**src/rtl/utf8dec_pkg.sv**
```systemverilog
`default_nettype none

package utf8dec_pkg;

	typedef struct packed {
		logic [7:0] in_byte;
		logic       end_of_text;
	} in_word_t;

	typedef struct packed {
		logic [30:0] code_point;
		logic [2:0]  bytes_used;
		logic        last_in_run;
		logic        text_done;
	} out_word_t;

	// source of the next output word
	typedef enum logic [1:0] {
		SEL_LEAD      = 2'd0,
		SEL_CONT      = 2'd1,
		SEL_TAIL_NEW  = 2'd2,
		SEL_TAIL_HELD = 2'd3
	} out_sel_t;

	typedef struct packed {
		logic       accept;
		logic       out_load;
		out_sel_t   out_sel;
		logic [1:0] cont_idx;
		logic       last;
		logic       done;
	} dp_cmd_t;

	typedef struct packed {
		logic       flush;
		logic       has_tail;
		logic [2:0] stored;
	} dp_status_t;

	localparam logic [7:0] CONT_MASK  = 8'hC0;
	localparam logic [7:0] CONT_MATCH = 8'h80;
	localparam logic [7:0] CONT_BITS  = 8'h3F;

endpackage

`default_nettype wire

```
**src/rtl/utf8_to_codepoint_decoder.sv**
```systemverilog
`default_nettype none

// Channel | valid     | stall     | word
// --------+-----------+-----------+-----------------------------------------
// source  | src_valid | src_stall | src_data  (in_byte, end_of_text)
// sink    | dst_valid | dst_stall | dst_data  (code_point, bytes_used,
//         |           |           |            last_in_run, text_done)
//
// A byte that yields at most one word does not stall the source; one byte per
// cycle is sustained while the sink keeps up and each byte yields at most one word.
// A broken or cut-off sequence yields its lead byte, up to 4 buffered continuation
// bytes and, unless it opens a new sequence, the breaking byte: up to 6 words.
// The source stalls while the words after the first drain from the buffer.
// Reset clears any pending sequence and the output register's valid bit.
// A stalled sink holds the output word and stalls the source behind it.

module utf8_to_codepoint_decoder
	import utf8dec_pkg::*;
(
	input  wire logic      clk,
	input  wire logic      arst_n,
	input  wire logic      src_valid,
	output logic           src_stall,
	input  wire in_word_t  src_data,
	output logic           dst_valid,
	input  wire logic      dst_stall,
	output out_word_t      dst_data
);

	dp_cmd_t    cmd;
	dp_status_t status;

	utf8dec_ctrl u_ctrl (
		.clk         (clk),
		.arst_n      (arst_n),
		.src_valid   (src_valid),
		.src_stall   (src_stall),
		.end_of_text (src_data.end_of_text),
		.dst_valid   (dst_valid),
		.dst_stall   (dst_stall),
		.status      (status),
		.cmd         (cmd)
	);

	utf8dec_dp u_dp (
		.clk      (clk),
		.arst_n   (arst_n),
		.src_data (src_data),
		.cmd      (cmd),
		.status   (status),
		.dst_data (dst_data)
	);

endmodule

`default_nettype wire

```
**src/rtl/utf8dec_dp.sv**
```systemverilog
`default_nettype none

module utf8dec_dp
	import utf8dec_pkg::*;
(
	input  wire logic       clk,
	input  wire logic       arst_n,
	input  wire in_word_t   src_data,
	input  wire dp_cmd_t    cmd,
	output dp_status_t      status,
	output out_word_t       dst_data
);

	logic [7:0]  lead_q;
	logic [2:0]  exp_q;
	logic [2:0]  rcv_q;
	logic [30:0] part_q;
	logic [7:0]  cont_q [4];
	logic [30:0] tail_cp_q;
	logic [2:0]  tail_used_q;
	out_word_t   out_q;

	logic [7:0]  b;
	logic        eot;
	logic        pend;
	logic        is_cont;
	logic [2:0]  rcv_inc;
	logic        complete;
	logic        flush;
	logic        store;
	logic        fresh;
	logic        open_seq;
	logic [2:0]  lead_len;
	logic [7:0]  lead_bits;
	logic [30:0] part_next;
	logic [30:0] tail_cp;
	logic [2:0]  tail_used;
	logic [1:0]  wr_idx;

	assign b        = src_data.in_byte;
	assign eot      = src_data.end_of_text;
	assign pend     = (exp_q != 3'd0);
	assign is_cont  = ((b & CONT_MASK) == CONT_MATCH);
	assign rcv_inc  = rcv_q + 3'd1;
	assign complete = pend && is_cont && (rcv_inc >= exp_q);
	assign flush    = pend && (!is_cont || (!complete && eot));
	assign store    = pend && is_cont && !complete && !eot;
	assign fresh    = !pend || !is_cont;
	assign open_seq = fresh && (lead_len != 3'd0) && !eot;
	assign wr_idx   = rcv_inc[1:0] - 2'd2;

	// lead byte class and its payload bits
	always_comb begin
		lead_len  = 3'd0;
		lead_bits = 8'h00;
		if ((b & 8'hE0) == 8'hC0) begin
			lead_len  = 3'd2;
			lead_bits = b & 8'h1F;
		end else if ((b & 8'hF0) == 8'hE0) begin
			lead_len  = 3'd3;
			lead_bits = b & 8'h0F;
		end else if ((b & 8'hF8) == 8'hF0) begin
			lead_len  = 3'd4;
			lead_bits = b & 8'h07;
		end else if ((b & 8'hFC) == 8'hF8) begin
			lead_len  = 3'd5;
			lead_bits = b & 8'h03;
		end else if ((b & 8'hFE) == 8'hFC) begin
			lead_len  = 3'd6;
			lead_bits = b & 8'h01;
		end
	end

	assign part_next = {part_q[24:0], b[5:0] & CONT_BITS[5:0]};

	always_comb begin
		if (complete) begin
			tail_cp   = part_next;
			tail_used = exp_q;
		end else begin
			tail_cp   = {23'd0, b};
			tail_used = 3'd1;
		end
	end

	assign status.flush    = flush;
	assign status.has_tail = complete || (flush && is_cont) || (fresh && !open_seq);
	assign status.stored   = (rcv_q == 3'd0) ? 3'd0 : rcv_q - 3'd1;

	always_ff @(posedge clk or negedge arst_n) begin
		if (!arst_n) begin
			lead_q <= 8'h00;
			exp_q  <= 3'd0;
			rcv_q  <= 3'd0;
			part_q <= 31'd0;
		end else if (cmd.accept) begin
			if (complete || flush) begin
				exp_q  <= 3'd0;
				rcv_q  <= 3'd0;
				part_q <= 31'd0;
			end
			if (store) begin
				rcv_q  <= rcv_inc;
				part_q <= part_next;
			end
			if (open_seq) begin
				lead_q <= b;
				exp_q  <= lead_len;
				rcv_q  <= 3'd1;
				part_q <= {23'd0, lead_bits};
			end
		end
	end

	always_ff @(posedge clk) begin
		if (cmd.accept) begin
			tail_cp_q   <= tail_cp;
			tail_used_q <= tail_used;
			if (store) begin
				cont_q[wr_idx] <= b;
			end
		end
		if (cmd.out_load) begin
			out_q.last_in_run <= cmd.last;
			out_q.text_done   <= cmd.done;
			case (cmd.out_sel)
				SEL_LEAD: begin
					out_q.code_point <= {23'd0, lead_q};
					out_q.bytes_used <= 3'd1;
				end
				SEL_CONT: begin
					out_q.code_point <= {23'd0, cont_q[cmd.cont_idx]};
					out_q.bytes_used <= 3'd1;
				end
				SEL_TAIL_NEW: begin
					out_q.code_point <= tail_cp;
					out_q.bytes_used <= tail_used;
				end
				SEL_TAIL_HELD: begin
					out_q.code_point <= tail_cp_q;
					out_q.bytes_used <= tail_used_q;
				end
				default: begin
					out_q.code_point <= tail_cp_q;
					out_q.bytes_used <= tail_used_q;
				end
			endcase
		end
	end

	assign dst_data = out_q;

endmodule

`default_nettype wire

```
**src/rtl/utf8dec_ctrl.sv**
```systemverilog
`default_nettype none

module utf8dec_ctrl
	import utf8dec_pkg::*;
(
	input  wire logic        clk,
	input  wire logic        arst_n,
	input  wire logic        src_valid,
	output logic             src_stall,
	input  wire logic        end_of_text,
	output logic             dst_valid,
	input  wire logic        dst_stall,
	input  wire dp_status_t  status,
	output dp_cmd_t          cmd
);

	typedef enum logic [1:0] {
		ST_IDLE,
		ST_CONT,
		ST_TAIL
	} state_t;

	state_t     state_q;
	logic       out_valid_q;
	logic [2:0] stored_q;
	logic [1:0] idx_q;
	logic       has_tail_q;
	logic       eot_q;

	logic       adv;
	logic       accept;
	logic       lead_last;
	logic       cont_end;

	assign adv       = !out_valid_q || !dst_stall;
	assign src_stall = (state_q != ST_IDLE) || !adv;
	assign accept    = src_valid && !src_stall;
	assign dst_valid = out_valid_q;
	assign lead_last = (status.stored == 3'd0) && !status.has_tail;
	assign cont_end  = ({1'b0, idx_q} + 3'd1) == stored_q;

	always_comb begin
		cmd          = '0;
		cmd.accept   = accept;
		cmd.out_sel  = SEL_TAIL_NEW;
		cmd.cont_idx = idx_q;
		case (state_q)
			ST_IDLE: begin
				if (accept && status.flush) begin
					cmd.out_load = 1'b1;
					cmd.out_sel  = SEL_LEAD;
					cmd.last     = lead_last;
					cmd.done     = lead_last && end_of_text;
				end else if (accept && status.has_tail) begin
					cmd.out_load = 1'b1;
					cmd.out_sel  = SEL_TAIL_NEW;
					cmd.last     = 1'b1;
					cmd.done     = end_of_text;
				end
			end
			ST_CONT: begin
				cmd.out_load = adv;
				cmd.out_sel  = SEL_CONT;
				cmd.last     = cont_end && !has_tail_q;
				cmd.done     = cont_end && !has_tail_q && eot_q;
			end
			ST_TAIL: begin
				cmd.out_load = adv;
				cmd.out_sel  = SEL_TAIL_HELD;
				cmd.last     = 1'b1;
				cmd.done     = eot_q;
			end
			default: begin
				cmd.out_load = 1'b0;
			end
		endcase
	end

	always_ff @(posedge clk or negedge arst_n) begin
		if (!arst_n) begin
			state_q     <= ST_IDLE;
			out_valid_q <= 1'b0;
			stored_q    <= 3'd0;
			idx_q       <= 2'd0;
			has_tail_q  <= 1'b0;
			eot_q       <= 1'b0;
		end else begin
			// drop the word once taken; a load below sets it again
			if (out_valid_q && !dst_stall) begin
				out_valid_q <= 1'b0;
			end
			if (cmd.out_load) begin
				out_valid_q <= 1'b1;
			end
			case (state_q)
				ST_IDLE: begin
					if (accept && status.flush) begin
						stored_q   <= status.stored;
						has_tail_q <= status.has_tail;
						eot_q      <= end_of_text;
						idx_q      <= 2'd0;
						if (status.stored != 3'd0) begin
							state_q <= ST_CONT;
						end else if (status.has_tail) begin
							state_q <= ST_TAIL;
						end
					end
				end
				ST_CONT: begin
					if (adv) begin
						idx_q <= idx_q + 2'd1;
						if (cont_end) begin
							state_q <= has_tail_q ? ST_TAIL : ST_IDLE;
						end
					end
				end
				ST_TAIL: begin
					if (adv) begin
						state_q <= ST_IDLE;
					end
				end
				default: begin
					state_q <= ST_IDLE;
				end
			endcase
		end
	end

endmodule

`default_nettype wire

```
**config.mk**
```make
export PLATFORM = sky130hd
export DESIGN_NAME = utf8_to_codepoint_decoder
export DESIGN_NICKNAME = d
export VERILOG_FILES = /design/src/rtl/utf8dec_pkg.sv /design/src/rtl/utf8_to_codepoint_decoder.sv /design/src/rtl/utf8dec_dp.sv /design/src/rtl/utf8dec_ctrl.sv
export SDC_FILE = /design/constraint.sdc
export NUM_CORES = 1
export LEC_CHECK = 0
export BUFFER_PORTS_ARGS = -buffer_cell sky130_fd_sc_hd__buf_4
export CORE_MARGIN = 8
export CORE_UTILIZATION = 55
export DETAILED_ROUTE_END_ITERATION = 10
export GPL_TIMING_DRIVEN = 0
export PLACE_DENSITY = 0.7
export SLEW_MARGIN = 20
export SYNTH_ARGS = -nofsm -noshare
export SYNTH_HDL_FRONTEND = slang
export SYNTH_SLANG_ARGS = --single-unit
```
**constraint.sdc**
```tcl
create_clock -name clk -period 4.9 [get_ports clk]
set_clock_uncertainty 0.15 [all_clocks]
set_input_delay 0.245 -clock clk [delete_from_list [all_inputs] [get_ports clk]]
set_output_delay 0.245 -clock clk [all_outputs]
set_load 0.02 [all_outputs]
```
After elaboration in Yosys (flattened, before gate mapping)
Memories as Yosys holds them, arrays and structs flattened.
Index checks and enable logic that the tools add are counted.
{"block": "classes", "add_sub_neg": 5, "muxes": 44, "magnitude_cmp": 1, "n_eq_ne": 17, "n_reduce_logical": 55}
{"cell": "$pmux 34 s4", "n": 1}
{"cell": "$mux 25", "n": 3}
{"cell": "$mux 3", "n": 13}
{"cell": "$mux 8", "n": 4}
{"cell": "$mux 31", "n": 1}
{"cell": "$mux 2", "n": 11}
{"cell": "$logic_and 1x1->1", "n": 18}
{"cell": "$pmux 2 s3", "n": 3}
{"cell": "$reduce_bool 3->1", "n": 4}
{"cell": "$logic_not 1->1", "n": 11}
{"cell": "$eq 2x2->1 const B", "n": 4}
{"cell": "$ne 2x1->1 const B", "n": 4}
{"cell": "$reduce_and 2->1", "n": 4}
{"cell": "$reduce_bool 2->1", "n": 4}
{"cell": "$eq 7x7->1 const B", "n": 1}
{"cell": "$logic_or 1x1->1", "n": 7}
{"cell": "$eq 6x6->1 const B", "n": 1}
{"cell": "$logic_not 3->1", "n": 2}
{"cell": "$mux 1", "n": 6}
{"cell": "$eq 5x5->1 const B", "n": 1}
{"cell": "$reduce_and 5->1", "n": 1}
{"cell": "$eq 2x1->1 const B", "n": 2}
{"cell": "$eq 4x4->1 const B", "n": 1}
{"cell": "$logic_not 2->1", "n": 2}
{"cell": "other kinds (13)", "n": 13}
{"block": "totals", "n_memories": 1, "ram_bits": 32, "in_bits": 13, "reg_bits": 119}
{"memory": "u_dp.cont_q", "words": 4, "word_bits": 8, "read_ports": 1, "rd_clocked_by_memory_dff": 0, "wr": 1, "line": "utf8dec_dp.sv:18", "source": "logic [7:0] cont_q [4];"}

Depth between registers and ports, before layout
{"block": "depth", "depth_word": 18, "mapped_depth": 10}

By module
A second synthesis with hierarchy kept.
{"block": "hier_totals", "cells_unflattened": 471, "hier_area_um2": 6647.6}
{"mod": "utf8dec_dp", "seq_area_each_um2": 4038.9, "cells_per_inst": 405, "instances": 1, "area_per_inst_um2": 5977.0}
{"mod": "utf8dec_ctrl", "seq_area_each_um2": 250.2, "cells_per_inst": 66, "instances": 1, "area_per_inst_um2": 670.6}

Least setup slack after synthesis
No wires, ideal clock.
{"block": "synth_path", "path_type": "register -> register", "start": "register u_dp.rcv_q[0]", "end": "register u_dp.out_q (netlist bit u_dp.dst_data[0]) (enable)", "period_less_slack_ps": 4058, "arrival_time_ps": 3479, "path_slack_ps": 842, "stages_incl_launch_ff": 11, "path_buffers": 1, "setup_ps": 429, "path_cell_list": "dfrtp_1 ha_1 xor2_1 ha_1 a21o_1 a31o_2 nor2b_1 buf_2 a211oi_1 a21oi_1 nor2_1"}
{"item": "start: declaration", "line": "utf8dec_dp.sv:16", "source": "logic [2:0] rcv_q;"}
{"item": "start signal: assignment", "line": "utf8dec_dp.sv:103", "source": "rcv_q <= rcv_inc;"}
{"item": "end: declaration", "line": "utf8dec_dp.sv:21", "source": "out_word_t out_q;"}

==> impl_metrics.json <==
{
  "postLayoutCellArea_mm2": 0.007986,
  "synthFlopType": "edfxtp_1",
  "ctsHoldBuffers": 10,
  "cap_viol_max_count": 0,
  "path_class": "flop to flop",
  "p_comb_frac": 0.332,
  "fin_ws_ns": 1.360,
  "num_antenna_cells": 0,
  "die_y_um": 125.9,
  "synth_cell_types": 51,
  "first_iter_violations": 522,
  "p_int_uw": 3246,
  "yosysTopAreaCell": "edfxtp_1",
  "crit_buf_inv": 2,
  "wirelength_um": 15070,
  "timing.fmax_mhz": 282.5,
  "place.detailed.hpwl_um": 10020,
  "finalCritPeriodShare": 0.7225,
  "cts_tree": "built",
  "drt_pre_antenna_iters": 5,
  "layout_common_cells": "edfxtp_1, nand2_1, buf_4",
  "num_io_pins": 51,
  "place_ws_ns": 1.413,
  "grt_usage": 0.1984,
  "synthArstFlopShare": 0.3245,
  "crit_fanout": 27,
  "fp.dieW_um": 125.9,
  "start_util": 0.5575,
  "insertion_delay_ns": 0.43,
  "fin_hold_ws_ns": 0.06620,
  "gp_congestion": 0.8730,
  "slowest_stage": "a211oi_1",
  "fillers": 880,
  "cpMostUsedCell": "ha_1",
  "grt_max_degree": 50,
  "crit_path_start_kind": "flop",
  "yosysWarningCount": 0,
  "clockBufferDepth": 2,
  "power.total_uw": 4905,
  "rsz0062_at_grt": "false",
  "drc": 0,
  "grt-ovfl-total": 0,
  "final_common_cell": "edfxtp_1",
  "post_cts_buffers": 0,
  "port_buffers": 50,
  "worst_slew_pin_slew_ns": 0.7055,
  "crit_chain": "ha_1, xor2_1, ha_1, a21o_1, a31o_2, nor2b_1, buf_2, a211oi_1, a21oi_1, nor2_4, buf_12",
  "synth_fp_nets": 553,
  "crit_family": "compound AO/OA/AOI/OAI gates",
  "num_vias": 4523,
  "worstPathRequired_ns": 4.88,
  "power.switching_uw": 1660,
  "core_mm2": 0.01191,
  "hold_viol": 0,
  "synthCells": 523,
  "end_kind": "flop",
  "cts.sinks": 151,
  "drv_slew": 0,
  "numCtsBuffers": 17,
  "status": "finished clean",
  "cts_resized": 0,
  "layout_min_cycle_time_ns": 3.540,
  "synth_area_mm2": 0.006640,
  "synth_seq_cells": 151,
  "clkPwrFrac": 0.283,
  "ctsHtreeMaxLevel": 4,
  "antenna_left": 0,
  "max_stage_delay_ns": 0.50,
  "min_path_type": "input pin to flop",
  "vias_per_cell": 5.928,
  "nets": 633,
  "wl_per_cell_um": 19.75,
  "critPathArrivalTime_ns": 3.52,
  "antenna_found_initial": 0,
  "drive_gt1_frac": 0.2127,
  "powerDensity_mw_per_mm2": 614.2,
  "synth.avg_cell_area_um2": 12.70,
  "die_area_mm2": 0.01584,
  "switching_share": 0.3383,
  "path_clk_slew_ns": 0.06,
  "grt_pass1_vias": 4610,
  "synth_area_leaders": "edfxtp_1, dfrtp_1, nand2_1",
  "seq_power_share": 0.384,
  "synth-edff-count": 102,
  "maxSlewHeadroom": 0.5271,
  "dpl_cell_area_mm2": 0.007227,
  "finalSetupViolations": 0,
  "cts-root-buf": "clkbuf_16",
  "leakagePower_uw": 0.003190,
  "synth.top_cell.area_share": 0.4613,
  "max-vdd-ir-drop_mv": 0.3958,
  "area_growth_pct": 20.28,
  "num_rows": 40,
  "grt_pass1_wl_um": 24170,
  "ys_seq_area_frac": 0.6459
}
[cells in the mapped netlist, drive strengths merged (2+ instances only)]
library cell / n
dfrtp: 49
a211oi: 3
nor2: 42
a22oi: 25
nor3: 5
nor2b: 3
o21ai: 50
a31oi: 3
a21oi: 14
edfxtp: 102
o22ai: 2
mux4: 8
buf: 19
mux2: 9
ha: 17
o221ai: 2
a41oi: 2
and3: 28
a21o: 2
nand3: 5
clkbuf: 13
inv: 16
nand2b: 6
o31ai: 2
a22o: 2
a222oi: 6
nand2: 68
xnor2: 2
a31o: 2
or3: 3
xor2: 2
[tightest hold or removal path, cell delays in order]
cell	delay, ns
buf_4	0.09
nand2_1	0.14
o21ai_0	0.12
[final cells by class]
class | count | area [µm²] | area share
sequential | 151 | 4289 | 0.5371
timing repair buffer | 61 | 495.5 | 0.06204
buffer | 32 | 170.2 | 0.02131
multi-input combinational | 323 | 2125 | 0.2660
clock buffer | 24 | 600.6 | 0.07520
tap | 147 | 183.9 | 0.02303
inverter | 17 | 63.81 | 0.007990
clock inverter | 8 | 58.81 | 0.007363
[kinds of logic after synthesis]
logic type / count (synthesis) / share of synthesized area
and+or+nand+nor: 163 / 0.1123
DFF: 151 / 0.6459
muxes: 17 / 0.04240
AOI/OAI and AO/OA: 122 / 0.1268
xor gates and xnor gates: 4 / 0.005277
buffers and inverters: 49 / 0.03524
adders and majority gates: 17 / 0.03203
[stage by stage]
stage | util | instances | TNS (ns)
floorplan | - | 523 | 0
global placement | 0.6044 | 720 | -11.35
detailed placement | 0.6067 | 721 | 0
CTS | 0.6705 | 763 | 0
global route | 0.6705 | 763 | 0
finish | 0.6705 | 763 | 0
[flip-flops by register name, indices dropped and copies added, names as in the netlist]
register	cells
u_dp.dst_data	36
u_dp.cont_q	32
u_dp.tail_cp_q	31
u_dp.part_q	25
u_dp.lead_q	8
u_ctrl.stored_q	3
u_dp.exp_q	3
u_dp.rcv_q	3
u_dp.tail_used_q	3
u_ctrl.idx_q	2
u_ctrl.state_q	2
u_ctrl.dst_valid	1
u_ctrl.eot_q	1
u_ctrl.has_tail_q	1
[power by group through the flow]
stage	clock network (µW)	registers [µW]	logic [µW]
6_report	1390	1890	1630
3_3_place_gp	0	1910	1560
2_1_floorplan	0	2100	842
4_1_cts	1400	1890	1650
5_1_grt	1450	1920	1760
3_5_place_dp	0	1910	1630
[final timing paths]
check	from	to	slack, ns	cells after the start
worst max-delay path	u_dp.rcv_q[0]	u_dp.dst_data[16]	1.36	11
worst min-delay path	dst_stall	u_ctrl.dst_valid	0.07	3
worst max register to register	u_dp.rcv_q[0]	u_dp.dst_data[16]	1.36	11
worst min register to register	u_dp.lead_q[6]	u_dp.lead_q[6]	0.33	1
max in group asynchronous	arst_n	u_dp.part_q[18]	3.90	2
min in group asynchronous	arst_n	u_ctrl.dst_valid	0.24	2
[per-layer routing]
layer,up-vias,wire length [µm],GRT usage,share of wire
met1,2233,6478,0.2478,0.43
met4,0,235,0.06511,0.016
met3,25,1047,0.06034,0.069
met2,170,7307,0.3242,0.48
met5,-,0,0,0
li1,2095,-,-,-
Power figures use the tool's default switching activity.
